File: config.mk
export PLATFORM = sky130hd
export DESIGN_NAME = telemetry_frame_deframer_top
export DESIGN_NICKNAME = d
export VERILOG_FILES = /design/src/rtl/core/tfd_pkg.sv /design/src/rtl/core/telemetry_frame_deframer_top.sv /design/src/rtl/core/tfd_step.sv
export SDC_FILE = /design/constraint.sdc
export NUM_CORES = 1
export LEC_CHECK = 0
export ABC_AREA = 1
export BUFFER_PORTS_ARGS = -buffer_cell sky130_fd_sc_hd__buf_2
export CORE_MARGIN = 1.5
export CORE_UTILIZATION = 36
export CTS_CLUSTER_SIZE = 28
export DETAILED_ROUTE_END_ITERATION = 12
export PLACE_DENSITY = 0.5
export SLEW_MARGIN = 20
export SYNTH_ARGS = -nofsm -noshare
export SYNTH_HDL_FRONTEND = slang
export SYNTH_HIERARCHICAL = 1
export SYNTH_SLANG_ARGS = --single-unit
File: constraint.sdc
create_clock -name clock -period 4.9 [get_ports clock]
set_clock_uncertainty 0.2 [all_clocks]
set_input_delay 0.735 -clock clock [delete_from_list [all_inputs] [get_ports clock]]
set_output_delay 0.735 -clock clock [all_outputs]
set_load 0.05 [all_outputs]
File: src/rtl/core/tfd_pkg.sv
// types, constants and the length rule table of the telemetry deframer
`timescale 1ns / 1ps
package tfd_pkg;

   localparam int BUFFER_BYTES_DEF = 128;

   localparam logic [7:0] CH_M = 8'h4D;
   localparam logic [7:0] CH_P = 8'h50;
   localparam logic [7:0] LEGACY_LEN_MIN = 8'd5;
   localparam logic [7:0] LEGACY_LEN_MAX = 8'd10;
   localparam logic [7:0] LEGACY_SPAN_MAX = 8'd24;

   localparam logic [7:0] TYPE_LEGACY = 8'd1;
   localparam logic [7:0] TYPE_SPORT_POLL = 8'd9;
   localparam logic [7:0] TYPE_TRAINER = 8'd13;
   localparam logic [7:0] TYPE_CONFIG_TELEM = 8'd16;
   localparam logic [7:0] TYPE_PROTO_LIST = 8'd17;

   localparam int EN_SCRIPT = 0;
   localparam int EN_TRAINER = 1;
   localparam int EN_PROTO = 2;
   localparam logic [2:0] ENABLE_RESET = 3'd7;

   typedef enum logic [1:0] {
      PH_HUNT,
      PH_FIRST,
      PH_TYPED,
      PH_LEGACY
   } phase_type;

   typedef enum logic [1:0] {
      ERR_NONE,
      ERR_START,
      ERR_SECOND,
      ERR_OVERFLOW
   } err_type;

   typedef struct packed {
      phase_type  phase;
      logic [7:0] count;
      logic [7:0] held_type;
      logic [7:0] held_length;
   } state_type;

   typedef struct packed {
      logic       stored;
      logic [7:0] value;
      logic [7:0] index;
      logic       done;
      logic       kind;
      logic [7:0] ftype;
      logic [7:0] flen;
      logic       ok;
      err_type    err;
   } result_type;

   function automatic logic length_rule(input logic [7:0] t, input logic [7:0] len,
                                        input logic [2:0] en);
      logic ok;
      ok = 1'b0;
      unique case (t)
         8'd1:             ok = (len >= 8'd5);
         8'd2, 8'd3:       ok = (len >= 8'd4);
         8'd4:             ok = (len >= 8'd17);
         8'd5:             ok = (len >= 8'd10);
         8'd6, 8'd12:      ok = (len >= 8'd28);
         8'd7:             ok = 1'b1;
         8'd8:             ok = (len >= 8'd6);
         TYPE_SPORT_POLL:  ok = en[EN_SCRIPT];
         8'd10:            ok = (len >= 8'd8);
         8'd11:            ok = (len == 8'd6);
         TYPE_TRAINER:     ok = en[EN_TRAINER] && (len >= 8'd4);
         8'd14:            ok = (len >= 8'd14);
         8'd15:            ok = (len > 8'd6);
         TYPE_CONFIG_TELEM: ok = en[EN_SCRIPT] && (len >= 8'd21);
         TYPE_PROTO_LIST:  ok = en[EN_PROTO] && (len >= 8'd1);
         default:          ok = 1'b0;
      endcase
      return ok;
   endfunction

endpackage

File: src/rtl/core/telemetry_frame_deframer_top.sv
// telemetry frame deframer top level: framing state, result register and skid stage
//
//   channel | direction | handshake          | payload
//   --------+-----------+--------------------+--------------------------------------
//   req     | in        | req_valid/req_stall | req_rx_byte
//   rsp     | out       | rsp_valid/rsp_stall | byte, index, frame info, error code
//   csr     | in        | csr_valid/csr_ready | csr_optional_type_enable
//
// one request per cycle unless req_stall; its result is registered into rsp or skid
// the per-byte framing logic sits between the framing state and the result register
// a skid stage takes one result while rsp is stalled; req_stall rises once it is full
// synchronous reset: hunting for start byte, counters cleared, all types enabled
// csr_ready is always high; writes take effect for the next request
`timescale 1ns / 1ps
module telemetry_frame_deframer_top #(
   parameter int BUFFER_BYTES = tfd_pkg::BUFFER_BYTES_DEF
) (
   input  logic       clock,
   input  logic       reset,
   input  logic       csr_valid,
   output logic       csr_ready,
   input  logic [2:0] csr_optional_type_enable,
   input  logic       req_valid,
   output logic       req_stall,
   input  logic [7:0] req_rx_byte,
   output logic       rsp_valid,
   input  logic       rsp_stall,
   output logic       rsp_byte_stored,
   output logic [7:0] rsp_byte_value,
   output logic [7:0] rsp_byte_index,
   output logic       rsp_frame_done,
   output logic       rsp_frame_kind,
   output logic [7:0] rsp_frame_type,
   output logic [7:0] rsp_frame_length,
   output logic       rsp_length_ok,
   output logic [1:0] rsp_error_code
);

   tfd_pkg::state_type  state_ff, state_in, state_step;
   tfd_pkg::result_type step_res;
   tfd_pkg::result_type rsp_data_ff, rsp_data_in;
   tfd_pkg::result_type skid_data_ff, skid_data_in;
   logic [2:0]          enable_ff, enable_in;
   logic                rsp_valid_ff, rsp_valid_in;
   logic                skid_valid_ff, skid_valid_in;
   logic                req_fire;
   logic                out_free;

   tfd_step #(
      .BUFFER_BYTES(BUFFER_BYTES)
   ) u_step (
      .cur        (state_ff),
      .rx_byte    (req_rx_byte),
      .type_enable(enable_ff),
      .nxt        (state_step),
      .res        (step_res)
   );

   assign csr_ready = 1'b1;
   assign req_stall = skid_valid_ff;
   assign req_fire = req_valid && !req_stall;
   assign out_free = !rsp_valid_ff || !rsp_stall;

   assign enable_in = (csr_valid && csr_ready) ? csr_optional_type_enable : enable_ff;
   assign state_in = req_fire ? state_step : state_ff;

   always_comb begin
      rsp_valid_in = rsp_valid_ff;
      rsp_data_in = rsp_data_ff;
      skid_valid_in = skid_valid_ff;
      skid_data_in = skid_data_ff;
      if (out_free) begin
         // skid drains first, a new request cannot arrive while it is full
         if (skid_valid_ff) begin
            rsp_valid_in = 1'b1;
            rsp_data_in = skid_data_ff;
            skid_valid_in = 1'b0;
         end else if (req_fire) begin
            rsp_valid_in = 1'b1;
            rsp_data_in = step_res;
         end else begin
            rsp_valid_in = 1'b0;
         end
      end else if (req_fire) begin
         skid_valid_in = 1'b1;
         skid_data_in = step_res;
      end
   end

   always_ff @(posedge clock) begin
      if (reset) begin
         state_ff.phase <= tfd_pkg::PH_HUNT;
         state_ff.count <= 8'd0;
         state_ff.held_type <= 8'd0;
         state_ff.held_length <= 8'd0;
         enable_ff <= tfd_pkg::ENABLE_RESET;
         rsp_valid_ff <= 1'b0;
         skid_valid_ff <= 1'b0;
      end else begin
         state_ff <= state_in;
         enable_ff <= enable_in;
         rsp_valid_ff <= rsp_valid_in;
         skid_valid_ff <= skid_valid_in;
      end
   end

   always_ff @(posedge clock) begin
      rsp_data_ff <= rsp_data_in;
      skid_data_ff <= skid_data_in;
   end

   assign rsp_valid = rsp_valid_ff;
   assign rsp_byte_stored = rsp_data_ff.stored;
   assign rsp_byte_value = rsp_data_ff.value;
   assign rsp_byte_index = rsp_data_ff.index;
   assign rsp_frame_done = rsp_data_ff.done;
   assign rsp_frame_kind = rsp_data_ff.kind;
   assign rsp_frame_type = rsp_data_ff.ftype;
   assign rsp_frame_length = rsp_data_ff.flen;
   assign rsp_length_ok = rsp_data_ff.ok;
   assign rsp_error_code = 2'(rsp_data_ff.err);

endmodule

File: src/rtl/core/tfd_step.sv
// per-byte frame logic: next framing state and the result of one byte
`timescale 1ns / 1ps
module tfd_step #(
   parameter int BUFFER_BYTES = tfd_pkg::BUFFER_BYTES_DEF
) (
   input  tfd_pkg::state_type  cur,
   input  logic [7:0]          rx_byte,
   input  logic [2:0]          type_enable,
   output tfd_pkg::state_type  nxt,
   output tfd_pkg::result_type res
);

   logic       buf_full;
   logic [7:0] count_inc;
   logic [7:0] typed_len;
   logic       typed_done;
   logic       legacy_done;
   logic       legacy_start;

   assign buf_full = (cur.count >= 8'(BUFFER_BYTES));
   assign count_inc = cur.count + 8'd1;
   // the length byte counts as held as soon as it arrives
   assign typed_len = (cur.count == 8'd1) ? rx_byte : cur.held_length;
   assign typed_done = (cur.count != 8'd0) && (typed_len == cur.count - 8'd1);
   assign legacy_done = (count_inc > 8'd5) && (cur.held_length == cur.count);
   assign legacy_start = (rx_byte >= tfd_pkg::LEGACY_LEN_MIN) &&
                         (rx_byte <= tfd_pkg::LEGACY_LEN_MAX);

   always_comb begin
      nxt = cur;
      unique case (cur.phase)
         tfd_pkg::PH_HUNT: begin
            if (rx_byte == tfd_pkg::CH_M) begin
               nxt.phase = tfd_pkg::PH_FIRST;
            end
         end
         tfd_pkg::PH_FIRST: begin
            nxt.count = 8'd0;
            if (rx_byte == tfd_pkg::CH_P) begin
               nxt.phase = tfd_pkg::PH_TYPED;
            end else if (legacy_start) begin
               nxt.phase = tfd_pkg::PH_LEGACY;
               nxt.held_type = tfd_pkg::TYPE_LEGACY;
               nxt.held_length = rx_byte;
               nxt.count = 8'd1;
            end else begin
               nxt.phase = tfd_pkg::PH_HUNT;
            end
         end
         tfd_pkg::PH_TYPED: begin
            if (buf_full) begin
               nxt.phase = tfd_pkg::PH_HUNT;
            end else begin
               nxt.count = count_inc;
               if (cur.count == 8'd0) begin
                  nxt.held_type = rx_byte;
               end
               if (cur.count == 8'd1) begin
                  nxt.held_length = rx_byte;
               end
               if (typed_done) begin
                  nxt.phase = tfd_pkg::PH_HUNT;
               end
            end
         end
         tfd_pkg::PH_LEGACY: begin
            if (buf_full) begin
               nxt.count = 8'd0;
               nxt.phase = tfd_pkg::PH_HUNT;
            end else begin
               nxt.count = count_inc;
               if (legacy_done || (count_inc > tfd_pkg::LEGACY_SPAN_MAX)) begin
                  nxt.count = 8'd0;
                  nxt.phase = tfd_pkg::PH_HUNT;
               end
            end
         end
         default: nxt = cur;
      endcase
   end

   always_comb begin
      res = '0;
      res.value = rx_byte;
      res.err = tfd_pkg::ERR_NONE;
      unique case (cur.phase)
         tfd_pkg::PH_HUNT: begin
            if (rx_byte != tfd_pkg::CH_M) begin
               res.err = tfd_pkg::ERR_START;
            end
         end
         tfd_pkg::PH_FIRST: begin
            if (rx_byte != tfd_pkg::CH_P) begin
               if (legacy_start) begin
                  res.stored = 1'b1;
               end else begin
                  res.err = tfd_pkg::ERR_SECOND;
               end
            end
         end
         tfd_pkg::PH_TYPED: begin
            if (buf_full) begin
               res.err = tfd_pkg::ERR_OVERFLOW;
            end else begin
               res.stored = 1'b1;
               res.index = cur.count;
               if (typed_done) begin
                  res.done = 1'b1;
                  res.ftype = cur.held_type;
                  res.flen = typed_len;
                  res.ok = tfd_pkg::length_rule(cur.held_type, typed_len, type_enable);
               end
            end
         end
         tfd_pkg::PH_LEGACY: begin
            if (buf_full) begin
               res.err = tfd_pkg::ERR_OVERFLOW;
            end else begin
               res.stored = 1'b1;
               res.index = cur.count;
               if (legacy_done) begin
                  res.done = 1'b1;
                  res.kind = 1'b1;
                  res.ftype = tfd_pkg::TYPE_LEGACY;
                  res.flen = cur.held_length;
                  res.ok = tfd_pkg::length_rule(tfd_pkg::TYPE_LEGACY, cur.held_length,
                                                type_enable);
               end
            end
         end
         default: res.err = tfd_pkg::ERR_NONE;
      endcase
   end

endmodule

# Yosys cells after proc, flatten, opt, wreduce, memory -nomap -nowiden
# Index checks and enable logic that the tools add are counted.
dict set report totals {
  register_bits 107
  out_inout_bits 41
  wordCells 146
}
dict set report classes {
  add_sub_neg 2
  order_cmp 17
  eq_ne 35
  muxes 38
  n_bitwise 1
  n_reduce_logical 28
}
# op count
set op_table {}
lappend op_table {{2-to-1 mux 38 bit} 2}
lappend op_table {{== test 8 x 4 -> 1 bit, second input constant} 8}
lappend op_table {{2-to-1 mux 17 bit} 3}
lappend op_table {{2-to-1 mux 24 bit} 2}
lappend op_table {{== test 8 x 3 -> 1 bit, second input constant} 5}
lappend op_table {{greater-or-equal comparator 8 x 3 -> 1 bit, second input constant} 5}
lappend op_table {{one-hot mux 17 bit (2 select lines)} 1}
lappend op_table {{one-hot mux 16 bit (2 select lines)} 1}
lappend op_table {{2-to-1 mux 27 bit} 1}
lappend op_table {{greater-or-equal comparator 8 x 4 -> 1 bit, second input constant} 3}
lappend op_table {{greater-or-equal comparator 8 x 5 -> 1 bit, second input constant} 3}
lappend op_table {{one-hot mux 8 bit (3 select lines)} 1}
lappend op_table {{2-to-1 mux 10 bit} 2}
lappend op_table {{2-to-1 mux 19 bit} 1}
lappend op_table {{one-hot mux 9 bit (2 select lines)} 1}
lappend op_table {{== test 8 x 1 -> 1 bit, second input constant} 2}
lappend op_table {{== test 8 x 2 -> 1 bit, second input constant} 2}
lappend op_table {{== test 8 x 5 -> 1 bit, second input constant} 2}
lappend op_table {{== test 8 x 7 -> 1 bit, second input constant} 2}
lappend op_table {{== test 8 bit} 2}
lappend op_table {{> comparator 8 x 3 -> 1 bit, second input constant} 2}
lappend op_table {{2-to-1 mux 2 bit} 8}
lappend op_table {{2-to-1 mux 8 bit} 2}
lappend op_table {{inequality test 8 x 7 -> 1 bit, second input constant} 2}
lappend op_table {{32 further kinds} 58}

# Logic depth before layout (Yosys ltp)
dict set report depth {
  ltp_word 10
  depth_mapped 22
}

# Hierarchy
# The synthesis kept the hierarchy.
# module instances cells_each area_each_um2 seq_area_each_um2
set by_module_without_submodules {}
lappend by_module_without_submodules {telemetry_frame_deframer_top 1 392 4110.2 2902.8}
lappend by_module_without_submodules {tfd_step 1 498 2444.8 0.0}

# Worst setup path after synthesis
# Ideal clock, no wire load.
dict set report synth_path {
  path_type {input to register}
  from {input req_valid}
  to {register skid_data_ff[0] (netlist bit) (enable)}
  setup_ps 480
  arrival_time_ps 3567
  slack_ps 653
  cell_stages 3
  n_path_buf 1
  cell_sequence {buf_4 inv_4 nor3_1}
}
dict set report synth_between {
  elab_chain_len 2
}
# item line
set synth_rtl {}
lappend synth_rtl {{start, declared} telemetry_frame_deframer_top.sv:23} ;# input logic req_valid,
lappend synth_rtl {{logical AND 1 bit} telemetry_frame_deframer_top.sv:61} ;# assign req_fire = req_valid && !req_stall;
lappend synth_rtl {{AND reduction 2 bit (no line)} n/a}
lappend synth_rtl {{end signal, assigned} telemetry_frame_deframer_top.sv:109} ;# skid_data_ff <= skid_data_in;
lappend synth_rtl {{end, declared} telemetry_frame_deframer_top.sv:42} ;# tfd_pkg::result_type skid_data_ff, skid_data_in;
# No other way between the ends.
# A chain may end at the register's enable or synchronous reset.

==> metrics <==
HP Class=reg -> reg; CTS HTree Levels=3; Final min period=approximately 3.6 ns; Seq/Total Area, Yosys=between 40% and 50%; RSZ-0062 raised after global routing=false; Site Rows=between 40 and 50; core area=17900 um2; WL/cell=between 15 and 20 um; Post-synth top flop=edfxtp_1; Finish-stage setup viols=0; Post-Place Setup Slack=roughly 1.4 ns; Slew Limit Fails=0; Starting DRT DRC Count=roughly 600; total CTS buffers=9; Max VDD drop=between 100 and 150 uV; PD cells=around 320 nW/um2; final setup TNS=0 ns; die width=between 100 and 150 um; Async SR Flop Fraction=0%; drt first pass iters=5; DRC errors left=0; first-pass GRT wire length=just under 30000 um; Layout Utilization=about 40%; Worst Tran Pin Value=approximately 0.84 ns; count of final hold-check violations=0; Layout area overhead=9.39%; CP Capture Type=flip-flop; initial antenna violation count=0; Final Total Pwr=around 2.3 mW; largest net degree at the start of global routing=65; CTS tree=done; Die Span Y=about 140 um; routed via count=between 5000 and 6000; Syn Inst Count=a little under 900; DP Wirelength=between 10000 and 15000 um; top cells by area, synth=edfxtp_1, nand2_1, dfxtp_1; status=finished clean; antenna-violating nets left=0; CP Class=reg -> reg; leading area contributor after synthesis=edfxtp_1; WL final=18800 um; clk root buf=clkbuf_16; register-to-register setup slack=1.32 ns; GP Congestion=0.925; Tcrit/Tclk final=between 70% and 80%; Seq cells post-synth=107; Post-Synthesis Cell Area=between 6000 and 7000 um2; Synth top area share=approximately a third; post-synth cell types=43; CP Max Fanout=16; Synth top cells by count=nand2_1, nor2_1, inv_1, edfxtp_1, nand3_1; # Post-CTS Setup Buffers=0; Top-Level Pins=57; post-DR vias/cell=approximately 5; cts hold-fix bufs=0; Max-cap violations=0; highest clock rate=between 0.2 and 0.3 GHz; relative slew slack=roughly 44%; # port buffers=55; Yosys warnings=6; GRT Total Usage=about a fifth; Worst-path clk slew=roughly 0.080 ns; Syn Area/Cell=about 7.4 um2; critical path startpoint category=flip-flop; Syn Nets=between 900 and 1000; CP Data Required Time=a little under 5 ns; P_leak=about 3.3 nW; count leader, synth=nand2_1; CTS sink count=approximately 110; number of synthesized flops with an enable pin=76; Clk Latency, worst-skew pair=around 0.36 ns; CP Data Arrival Time=between 3 and 4 ns; die area=approximately 19000 um2; Starting Density=a little over a third; Worst Slack Setup Final=approximately 1.3 ns; vias in the first global route=roughly 5200; antenna cells=0; grt ovf=0; nets=between 900 and 1000; clk buf depth=2; layout cells sized above 1=around an eighth; post-cts resize count=0
==> critical path, cell delays in order (launching register included) <==
cell	delay (ns)
dfxtp_1	0.43
clkinv_1	0.32
ha_1	0.34
nand2_4	0.09
inv_1	0.04
nand2_1	0.35
nand2_1	0.09
nand2_1	0.19
nand2_1	0.08
nand2_1	0.07
nand3_1	0.07
nor2_2	0.17
nand3_2	0.37
o22ai_1	0.42
nand2_1	0.10
nand2_1	0.09
==> area by class of cell <==
cell class | instances | area (um2)
fill | 1916 | 10700
multi-input combinational | 636 | 2990
sequential | 107 | 2900
inverter | 106 | 403
timing repair buffer | 59 | 305
tap | 229 | 287
clock buffer | 10 | 229
clock inverter | 6 | 57.6
==> per-layer routing <==
metal | track usage (%) | vias to the layer above | wire length, um
met1 | 30.5 | 2634 | 9520
met4 | 5.90 | 0 | 329
met2 | 30.4 | 216 | 7950
met3 | 3.25 | 23 | 1040
met5 | 0 | - | 0
li1 | - | 2906 | -
==> where the power goes <==
group          internal [mW]  switching (mW)
Combinational          0.147           0.395
Sequential              1.02          0.0431
Clock                  0.357           0.369
==> cell usage in the layout (no fill, tap or decap), drive strengths merged, types with 2 or more instances in the layout <==
master	count
a221oi	3
ha	9
xor2	7
nand2	318
clkbuf	10
nor2	133
conb	2
nand3	61
o31ai	2
a21oi	12
edfxtp	76
clkinv	8
o22ai	14
nor3	14
dfxtp	31
a22oi	7
o221ai	4
o21ai	31
a31oi	3
inv	104
buf	59
nand4	9
==> kinds of logic after synthesis <==
group | count (synthesis) | synth area share (%)
AOI/OAI and AO/OA | 80 | 7.52
xor gates and xnor gates | 8 | 1.07
adders and majority gates | 9 | 1.72
buffers and inverters | 147 | 10.4
DFF | 107 | 44.3
other | 2 | 0.115
and+or+nand+nor | 537 | 34.9
==> per-stage QoR <==
step                hold slack (ns)  cell area (um2)  std cells
finish                        0.259             7170       1153
global route                  0.279             7170       1153
CTS                           0.265             7170       1153
detailed placement            0.245             6880       1137
global placement              0.244             6880       1137
floorplan                     0.221             6560        890
==> final timing paths <==
kind	start	endpoint	depth (start not counted)
max reg2reg	state_ff[17]$_SDFFE_PP0P_	rsp_frame_length[3]$_DFFE_PP_	15
min reg2reg	enable_ff[1]$_SDFFE_PP1P_	enable_ff[1]$_SDFFE_PP1P_	2
max	state_ff[17]$_SDFFE_PP0P_	rsp_frame_length[3]$_DFFE_PP_	15
min	enable_ff[1]$_SDFFE_PP1P_	enable_ff[1]$_SDFFE_PP1P_	2
==> state kept, by name (all words and copies together) (netlist names), 2 cells and up <==
name and cells:
rsp_frame_type 8, enable_ff 3, rsp_frame_length 8, state_ff 26, rsp_byte_value 8, skid_data_ff 38
rsp_error_code 2, rsp_byte_index 8
Note: power is estimated with default switching activity, not from simulation.
